[src/rtl/core/i2cbb_pkg.sv]
// shared types, codes and reset values for the bit-banged i2c master
`default_nettype none
package i2cbb_pkg;

  localparam logic [2:0] ACT_START = 3'd0;
  localparam logic [2:0] ACT_STOP  = 3'd1;
  localparam logic [2:0] ACT_SEND  = 3'd2;
  localparam logic [2:0] ACT_READ  = 3'd3;
  localparam logic [2:0] ACT_ACK   = 3'd4;
  localparam logic [2:0] ACT_NACK  = 3'd5;
  localparam logic [2:0] ACT_WAIT  = 3'd6;

  localparam logic [1:0] CFG_HALF    = 2'd0;
  localparam logic [1:0] CFG_HOLD    = 2'd1;
  localparam logic [1:0] CFG_TIMEOUT = 2'd2;

  localparam logic [15:0] HALF_RST    = 16'd5;
  localparam logic [15:0] HOLD_RST    = 16'd30;
  localparam logic [15:0] TIMEOUT_RST = 16'd10000;

  localparam logic [3:0] BITS_PER_BYTE = 4'd8;

  typedef enum logic [4:0] {
    PH_IDLE = 5'b00001,
    PH_SEG1 = 5'b00010,
    PH_SEG2 = 5'b00100,
    PH_SEG3 = 5'b01000,
    PH_SEG4 = 5'b10000
  } phase_t;

  typedef struct packed {
    logic       cmd_valid;
    logic [2:0] action;
    logic [7:0] write_data;
    logic       sda_in;
  } in_t;

  typedef struct packed {
    logic       scl_level;
    logic       sda_level;
    logic       sda_drive;
    logic       busy_res;
    logic       done_res;
    logic [7:0] read_data;
    logic       ack_bit;
  } out_t;

  typedef struct packed {
    logic [15:0] half_ticks;
    logic [15:0] hold_ticks;
    logic [15:0] ack_timeout;
  } cfg_t;

endpackage
`default_nettype wire

[src/rtl/core/i2cbb_seq.sv]
// command sequencer: bus state registers and per-tick step logic
`default_nettype none
module i2cbb_seq (
  input  wire logic          clk,
  input  wire logic          rst_n,
  input  wire logic          step,
  input  wire i2cbb_pkg::in_t  item,
  input  wire i2cbb_pkg::cfg_t cfg,
  output i2cbb_pkg::out_t    res
);
  import i2cbb_pkg::*;

  phase_t      phase_r, phase_nxt;
  logic [2:0]  act_r, act_nxt;
  logic [15:0] wc_r, wc_nxt;
  logic [3:0]  bc_r, bc_nxt;
  logic [7:0]  shift_r, shift_nxt;
  logic        scl_r, scl_nxt;
  logic        sda_r, sda_nxt;
  logic        drv_r, drv_nxt;
  logic [7:0]  recv_r, recv_nxt;
  logic        ack_r, ack_nxt;
  logic        done;

  logic [15:0] half_span, hold_span, limit, poll_inc;
  logic        poll_en;
  logic [15:0] poll_base;
  logic [3:0]  bc_inc;

  assign half_span = (cfg.half_ticks != 16'd0) ? cfg.half_ticks - 16'd1 : 16'd0;
  assign hold_span = (cfg.hold_ticks != 16'd0) ? cfg.hold_ticks - 16'd1 : 16'd0;
  assign limit     = (cfg.ack_timeout != 16'd0) ? cfg.ack_timeout : 16'd1;
  assign bc_inc    = bc_r + 4'd1;

  always_comb begin
    phase_nxt = phase_r;
    act_nxt   = act_r;
    wc_nxt    = wc_r;
    bc_nxt    = bc_r;
    shift_nxt = shift_r;
    scl_nxt   = scl_r;
    sda_nxt   = sda_r;
    drv_nxt   = drv_r;
    recv_nxt  = recv_r;
    ack_nxt   = ack_r;
    done      = 1'b0;
    poll_en   = 1'b0;
    poll_base = wc_r;
    poll_inc  = 16'd0;

    if (phase_r == PH_IDLE) begin
      if (item.cmd_valid && item.action <= ACT_WAIT) begin
        act_nxt   = item.action;
        bc_nxt    = 4'd0;
        phase_nxt = PH_SEG1;
        case (item.action)
          ACT_START: begin
            scl_nxt = 1'b1; sda_nxt = 1'b1; drv_nxt = 1'b1; wc_nxt = hold_span;
          end
          ACT_STOP: begin
            scl_nxt = 1'b0; sda_nxt = 1'b0; drv_nxt = 1'b1; wc_nxt = hold_span;
          end
          ACT_SEND: begin
            shift_nxt = item.write_data; scl_nxt = 1'b0; drv_nxt = 1'b1;
            wc_nxt = half_span;
          end
          ACT_READ: begin
            shift_nxt = 8'd0; drv_nxt = 1'b0; sda_nxt = 1'b1; wc_nxt = half_span;
          end
          ACT_ACK, ACT_NACK: begin
            scl_nxt = 1'b0; drv_nxt = 1'b1; sda_nxt = (item.action == ACT_NACK);
            wc_nxt = half_span;
          end
          default: begin
            drv_nxt = 1'b0; sda_nxt = 1'b1; scl_nxt = 1'b0; wc_nxt = half_span;
          end
        endcase
      end
    end else if (act_r == ACT_WAIT && phase_r == PH_SEG2) begin
      poll_en = 1'b1;
    end else if (wc_r != 16'd0) begin
      wc_nxt = wc_r - 16'd1;
    end else begin
      case (act_r)
        ACT_START: begin
          if (phase_r == PH_SEG1) begin
            sda_nxt = 1'b0; phase_nxt = PH_SEG2; wc_nxt = hold_span;
          end else begin
            scl_nxt = 1'b0; phase_nxt = PH_IDLE; bc_nxt = 4'd0; done = 1'b1;
          end
        end
        ACT_STOP: begin
          if (phase_r == PH_SEG1) begin
            scl_nxt = 1'b1; phase_nxt = PH_SEG2; wc_nxt = hold_span;
          end else begin
            sda_nxt = 1'b1; phase_nxt = PH_IDLE; bc_nxt = 4'd0; done = 1'b1;
          end
        end
        ACT_ACK, ACT_NACK: begin
          if (phase_r == PH_SEG1) begin
            scl_nxt = 1'b1; phase_nxt = PH_SEG2; wc_nxt = half_span;
          end else begin
            scl_nxt = 1'b0; phase_nxt = PH_IDLE; bc_nxt = 4'd0; done = 1'b1;
          end
        end
        ACT_SEND: begin
          if (phase_r == PH_SEG1 || phase_r == PH_SEG3) begin
            if (phase_r == PH_SEG3 && bc_inc >= BITS_PER_BYTE) begin
              phase_nxt = PH_IDLE; bc_nxt = 4'd0; done = 1'b1;
            end else begin
              if (phase_r == PH_SEG3) bc_nxt = bc_inc;
              sda_nxt   = shift_r[7];
              shift_nxt = {shift_r[6:0], 1'b0};
              scl_nxt   = 1'b1;
              phase_nxt = PH_SEG2;
              wc_nxt    = half_span;
            end
          end else begin
            scl_nxt = 1'b0; phase_nxt = PH_SEG3; wc_nxt = half_span;
          end
        end
        ACT_READ: begin
          if (phase_r == PH_SEG2) begin
            scl_nxt = 1'b1; phase_nxt = PH_SEG3; wc_nxt = half_span;
          end else if (phase_r == PH_SEG3 && bc_inc >= BITS_PER_BYTE) begin
            shift_nxt = {shift_r[6:0], item.sda_in};
            recv_nxt  = {shift_r[6:0], item.sda_in};
            scl_nxt   = 1'b0; drv_nxt = 1'b1;
            phase_nxt = PH_IDLE; bc_nxt = 4'd0; done = 1'b1;
          end else begin
            if (phase_r == PH_SEG3) begin
              shift_nxt = {shift_r[6:0], item.sda_in};
              bc_nxt    = bc_inc;
            end
            scl_nxt = 1'b0; phase_nxt = PH_SEG2; wc_nxt = half_span;
          end
        end
        default: begin
          if (phase_r == PH_SEG1) begin
            scl_nxt   = 1'b1;
            phase_nxt = PH_SEG2;
            poll_en   = 1'b1;
            poll_base = 16'd0;
          end else if (phase_r == PH_SEG3) begin
            scl_nxt = 1'b0; phase_nxt = PH_SEG4; wc_nxt = half_span;
          end else begin
            drv_nxt = 1'b1; sda_nxt = 1'b1;
            phase_nxt = PH_IDLE; bc_nxt = 4'd0; done = 1'b1;
          end
        end
      endcase
    end

    if (poll_en) begin
      poll_inc = poll_base + 16'd1;
      if (!item.sda_in) begin
        ack_nxt = 1'b0; phase_nxt = PH_SEG3; wc_nxt = 16'd0;
      end else if (poll_inc >= limit) begin
        ack_nxt = 1'b1; phase_nxt = PH_SEG3; wc_nxt = 16'd0;
      end else begin
        wc_nxt = poll_inc;
      end
    end
  end

  always_ff @(posedge clk) begin
    if (!rst_n) begin
      phase_r <= PH_IDLE;
      act_r   <= ACT_START;
      wc_r    <= 16'd0;
      bc_r    <= 4'd0;
      shift_r <= 8'd0;
      scl_r   <= 1'b1;
      sda_r   <= 1'b1;
      drv_r   <= 1'b1;
      recv_r  <= 8'd0;
      ack_r   <= 1'b1;
    end else if (step) begin
      phase_r <= phase_nxt;
      act_r   <= act_nxt;
      wc_r    <= wc_nxt;
      bc_r    <= bc_nxt;
      shift_r <= shift_nxt;
      scl_r   <= scl_nxt;
      sda_r   <= sda_nxt;
      drv_r   <= drv_nxt;
      recv_r  <= recv_nxt;
      ack_r   <= ack_nxt;
    end
  end

  always_comb begin
    res.scl_level = scl_nxt;
    res.sda_level = sda_nxt;
    res.sda_drive = drv_nxt;
    res.busy_res  = (phase_nxt != PH_IDLE);
    res.done_res  = done;
    res.read_data = recv_nxt;
    res.ack_bit   = ack_nxt;
  end

endmodule
`default_nettype wire

[src/rtl/core/i2c_bit_bang_master.sv]
// top level of the bit-banged i2c master: config registers, sequencer and result register
//
// Each transfer on the in_ channel is one bus tick (about a microsecond) carrying
// the sampled SDA level and, optionally, a command; commands are taken only
// while no sequence is running, and otherwise ignored. Every accepted tick gives
// exactly one transfer on the out_ channel with the pin levels, SDA drive enable,
// busy, done, the last read byte and the last acknowledge result.
// The result is registered and valid in the cycle after the input transfer;
// throughput is one tick per cycle while in_stall is low.
// The result register holds a finished result while the receiver stalls; in_stall
// rises only when that register is full and out_stall is high, so a result taken
// in the same cycle lets the next tick in.
// The cfg_ port writes half period, hold and ack timeout by index; a zero value
// counts as one. Write only while idle.
// Reset is synchronous, active low: bus lines idle high with SDA driven, no
// result pending, registers back to 5, 30 and 10000 ticks.
`default_nettype none
module i2c_bit_bang_master (
  input  wire logic             clk,
  input  wire logic             rst_n,
  input  wire logic             in_valid,
  output logic                  in_stall,
  input  wire i2cbb_pkg::in_t   in_data,
  output logic                  out_valid,
  input  wire logic             out_stall,
  output i2cbb_pkg::out_t       out_data,
  input  wire logic             cfg_we,
  input  wire logic [1:0]       cfg_index,
  input  wire logic [15:0]      cfg_data
);
  import i2cbb_pkg::*;

  cfg_t  cfg_r;
  logic  out_valid_r;
  out_t  out_data_r;
  out_t  res;
  logic  accept;

  assign in_stall = out_valid_r && out_stall;
  assign accept   = in_valid && !in_stall;

  always_ff @(posedge clk) begin
    if (!rst_n) begin
      cfg_r.half_ticks  <= HALF_RST;
      cfg_r.hold_ticks  <= HOLD_RST;
      cfg_r.ack_timeout <= TIMEOUT_RST;
    end else if (cfg_we) begin
      unique case (cfg_index)
        CFG_HALF:    cfg_r.half_ticks  <= cfg_data;
        CFG_HOLD:    cfg_r.hold_ticks  <= cfg_data;
        CFG_TIMEOUT: cfg_r.ack_timeout <= cfg_data;
        default: ;
      endcase
    end
  end

  i2cbb_seq u_seq (
    .clk   (clk),
    .rst_n (rst_n),
    .step  (accept),
    .item  (in_data),
    .cfg   (cfg_r),
    .res   (res)
  );

  always_ff @(posedge clk) begin
    if (!rst_n) begin
      out_valid_r <= 1'b0;
    end else if (accept) begin
      out_valid_r <= 1'b1;
    end else if (!out_stall) begin
      out_valid_r <= 1'b0;
    end
  end

  always_ff @(posedge clk) begin
    if (accept) begin
      out_data_r <= res;
    end
  end

  assign out_valid = out_valid_r;
  assign out_data  = out_data_r;

endmodule
`default_nettype wire
[config.mk]
export PLATFORM = sky130hd
export DESIGN_NAME = i2c_bit_bang_master
export DESIGN_NICKNAME = d
export VERILOG_FILES = /design/src/rtl/core/i2cbb_pkg.sv /design/src/rtl/core/i2cbb_seq.sv /design/src/rtl/core/i2c_bit_bang_master.sv
export SDC_FILE = /design/constraint.sdc
export NUM_CORES = 1
export LEC_CHECK = 0
export BUFFER_PORTS_ARGS = -buffer_cell sky130_fd_sc_hd__buf_2
export CORE_MARGIN = 3
export CORE_UTILIZATION = 55
export DETAILED_ROUTE_END_ITERATION = 8
export GPL_TIMING_DRIVEN = 0
export HOLD_SLACK_MARGIN = 0.02
export PLACE_DENSITY = 0.76
export SLEW_MARGIN = 0
export SYNTH_ARGS = -nofsm -noshare
export SYNTH_HDL_FRONTEND = slang
export SYNTH_SLANG_ARGS = --single-unit
[constraint.sdc]
create_clock -name clk -period 4.5 [get_ports clk]
set_input_delay 0.225 -clock clk [delete_from_list [all_inputs] [get_ports clk]]
set_output_delay 0.225 -clock clk [all_outputs]
set_load 0.02 [all_outputs]
==> results.ini <==
[timing]
skew_ns=0.00886
worstMarginPinSlew_ns=1.20
fmax_mhz=226
setup_viol=0
min_period_over_period_pct=98.1
hold_violations=0
slew_violations=0
finalCriticalPeriod_ns=4.42
slew_headroom_pct=19.8

[clock_tree]
cts_buffers=9
clk_pin_slew_ns=0.09
cts_num_sinks=111
cts_hold_buffers=0
clock_latency_ns=0.37
cts-root-buf=clkbuf_16
cts_tree=done
htree_levels=3
cts_buffer_depth=2

[setup_path]
path_max_fanout=10
rr_endpoint=u_seq.wc_r[10]
worstSetupEndpoint=u_seq.wc_r[10]
crit_type=reg -> reg
rr_worst_depth=21
critPathCaptureType=flip-flop
worstPathArrival_ns=4.63
crit_family=simple AND/OR/NAND/NOR gates
slowest_stage=or4_4
required_ns=4.71
worst-path-buf-inv=3
cpMostUsedCell=o221ai_1
crit_cells=21
critPathLaunch=u_seq.phase_r[4]
worstPathCellList=or3_4 -> or2_4 -> or4_4 -> nand2_4 -> inv_2 -> ha_4 -> nand3_4 -> nor2_4 -> nand3_2 -> or2_2 -> nand2_2 -> ha_1 -> nand4_1 -> nor2_1 -> o221ai_1 -> a31o_2 -> and3_1 -> buf_4 -> buf_6 -> a31oi_2 -> o221ai_1
startpoint_type=flip-flop
reg2reg_setup_slack_ns=0.08
slowest_delay_ns=0.56
worstReg2RegStart=u_seq.phase_r[4]

[routing]
antenna_left=0
wl_per_cell_um=20.3
route.detailed.drc=0
num_vias=7399
first_iter_violations=968
firstDrtPassIters=6
viasPerCell=6.36
wl_um=23600

[logic_synthesis]
ys_seq_area_share_pct=32.6
yosysUniqueCellTypes=77
synth_top_family_by_area=simple AND/OR/NAND/NOR gates
synth_cells=929
syn_area_mm2=0.00724
avgSynthCellArea_um2=7.80
synth.net_count=989
synthArstFlopShare_pct=0
synth_xor_area_share_pct=5.93
synthAdderAreaFrac_pct=4.15
synthMuxAreaShare_pct=1.83
ys_ff_latch=111
synthSimpleGateAreaFrac_pct=27.7
synth_compound_area_share_pct=22.4
ys.warnings.count=0
synth-edff-count=14
synth_ff_type=dfxtp_1

[place]
postPlaceCellArea_mm2=0.00770
port_buffers=48
gp_congestion=0.992
hpwl_um=17600

[layout]
final_layout_size_suffix_gt1_share_pct=13.6
syn_to_final_growth_pct=12.8
nets=1047
fin_area_mm2=0.00817
antennaDiodeCount=0

[global_route]
grt_pass1_vias=6790
grt_use_total_pct=32.5
grt_antenna_before_repair=0
grt-ovfl-total=0
grt_pass1_wl_um=36900
grt_max_degree=24

[power]
swShare_pct=43.3
pwr-share-comb_pct=43.7
clockPowerShare_pct=23.1
peakVddDrop_mv=0.239
leakage_nw=3.08
p_sw_w=0.00158
seqPwrFrac_pct=33.1
powerDensity_mw_per_mm2=448
power_w=0.00366
p_int_w=0.00207

[floorplan]
start_util_pct=56.7
fp.dieH_um=121
chipWidth_um=121
rows=41
design.die.area_mm2=0.0146
ioPinCount=52
core_area_mm2=0.0128

[outcome]
status=completed

[job]
drv_cap=0

[min_path]
hold_path_class=in -> reg
hold_depth=2

how the worst min path moves through the flow:
stage	endpoint	from	slack [ns]
2_1_floorplan	cfg_r[34]	cfg_data[2]	0.35
3_3_place_gp	cfg_r[0]	cfg_r[0]	0.45
3_5_place_dp	cfg_r[0]	cfg_r[0]	0.46
4_1_cts	out_valid	in_valid	0.08
5_1_grt	out_valid	in_valid	0.08
6_report	out_valid	in_valid	0.08
per-layer routing:
| metal | routed length, µm | up-vias | track usage [%] |
|---|---|---|---|
| met5 | 0 | - | 0 |
| met4 | 896 | 0 | 14.9 |
| met3 | 2210 | 67 | 6.55 |
| met2 | 10200 | 399 | 48.0 |
| met1 | 10300 | 3441 | 45.6 |
| li1 | - | 3492 | - |
through the flow:
step | setup TNS [ns] | setup WS [ns] | utilization (%) | instances | hold slack, ns
after floorplan | 0 | 0.393 | - | 929 | 0.349
after global placement | -5.05 | -0.447 | 60.3 | 1149 | 0.452
after detailed placement | -4.69 | -0.410 | 60.3 | 1149 | 0.460
after CTS | 0 | 0.0104 | 63.2 | 1165 | 0.0804
after global routing | -0.0179 | -0.0179 | 64.0 | 1164 | 0.0842
final | 0 | 0.0836 | 64.0 | 1164 | 0.0836
state kept, by name, summed over array words and instances, names as in the netlist:
name,count
cfg_r,48
out_data,14
out_valid,1
u_seq.ack_r,1
u_seq.act_r,3
u_seq.bc_r,4
u_seq.drv_r,1
u_seq.phase_r,5
u_seq.recv_r,8
u_seq.scl_r,1
u_seq.sda_r,1
u_seq.shift_r,8
u_seq.wc_r,16
layout make-up:
type,instances,area (µm²)
multi-input cells,724,4630
repair buffers,53,278
clock buffers,9,225
well taps,172,215
clock inverters,7,78.8
plain buffers,54,240
inverters,34,128
fillers,1136,4600
flip-flops and latches,111,2370
repair_timing:
item / CTS / global route
pin swaps: 2 / 5
setup buffers: 3 / 2
gates cloned: 0 / 0
endpoints found under the hold margin: 0 / 0
resized for setup: 16 / 19
setup endpoints to repair: 19 / 19
cell usage after synthesis, types with 15 or more instances:
| cell type | number | area (µm²) |
|---|---|---|
| ha_1 | 24 | 300 |
| a21oi_1 | 75 | 375 |
| nand4_1 | 19 | 119 |
| o211ai_1 | 15 | 113 |
| nor2_1 | 56 | 210 |
| xnor2_1 | 29 | 254 |
| inv_1 | 33 | 124 |
| dfxtp_1 | 97 | 1940 |
| nand3_1 | 47 | 235 |
| xor2_1 | 20 | 175 |
| o21ai_0 | 24 | 120 |
| nand2_1 | 154 | 578 |
| clkbuf_1 | 50 | 188 |
| nor3_1 | 33 | 165 |
power groups by stage:
stage | registers, W | logic, W | clock network [W]
2_1_floorplan | 0.00120 | 0.00107 | 0
3_3_place_gp | 0.00119 | 0.00151 | 0
3_5_place_dp | 0.00119 | 0.00151 | 0
4_1_cts | 0.00119 | 0.00153 | 0.000843
5_1_grt | 0.00122 | 0.00172 | 0.000874
6_report | 0.00121 | 0.00160 | 0.000846
cells by family (layout without fill, tap and decap cells):
logic type      count (synthesis)  count (layout)
xor+xnor                       49              49
mux                            12              12
buf+inv                        94             157
simple gates                  404             404
flops                         111             111
fa+ha+maj                      24              24
compound gates                235             235
cells in the final DEF (no fill, tap or decap), types with 13 or more instances in the layout:
| cell type | netlist | layout |
|---|---|---|
| a21oi_1 | 75 | 75 |
| buf_2 | 4 | 51 |
| clkbuf_1 | 50 | 45 |
| dfxtp_1 | 97 | 93 |
| edfxtp_1 | 14 | 14 |
| ha_1 | 24 | 23 |
| inv_1 | 33 | 32 |
| nand2_1 | 154 | 151 |
| nand2b_1 | 13 | 13 |
| nand3_1 | 47 | 45 |
| nand4_1 | 19 | 19 |
| nor2_1 | 56 | 55 |
| nor3_1 | 33 | 31 |
| o211ai_1 | 15 | 15 |
| o21ai_0 | 24 | 24 |
| o221ai_1 | 14 | 14 |
| o22ai_1 | 13 | 13 |
| xnor2_1 | 29 | 28 |
| xor2_1 | 20 | 20 |
Note: power is estimated with default switching activity, not from simulation.
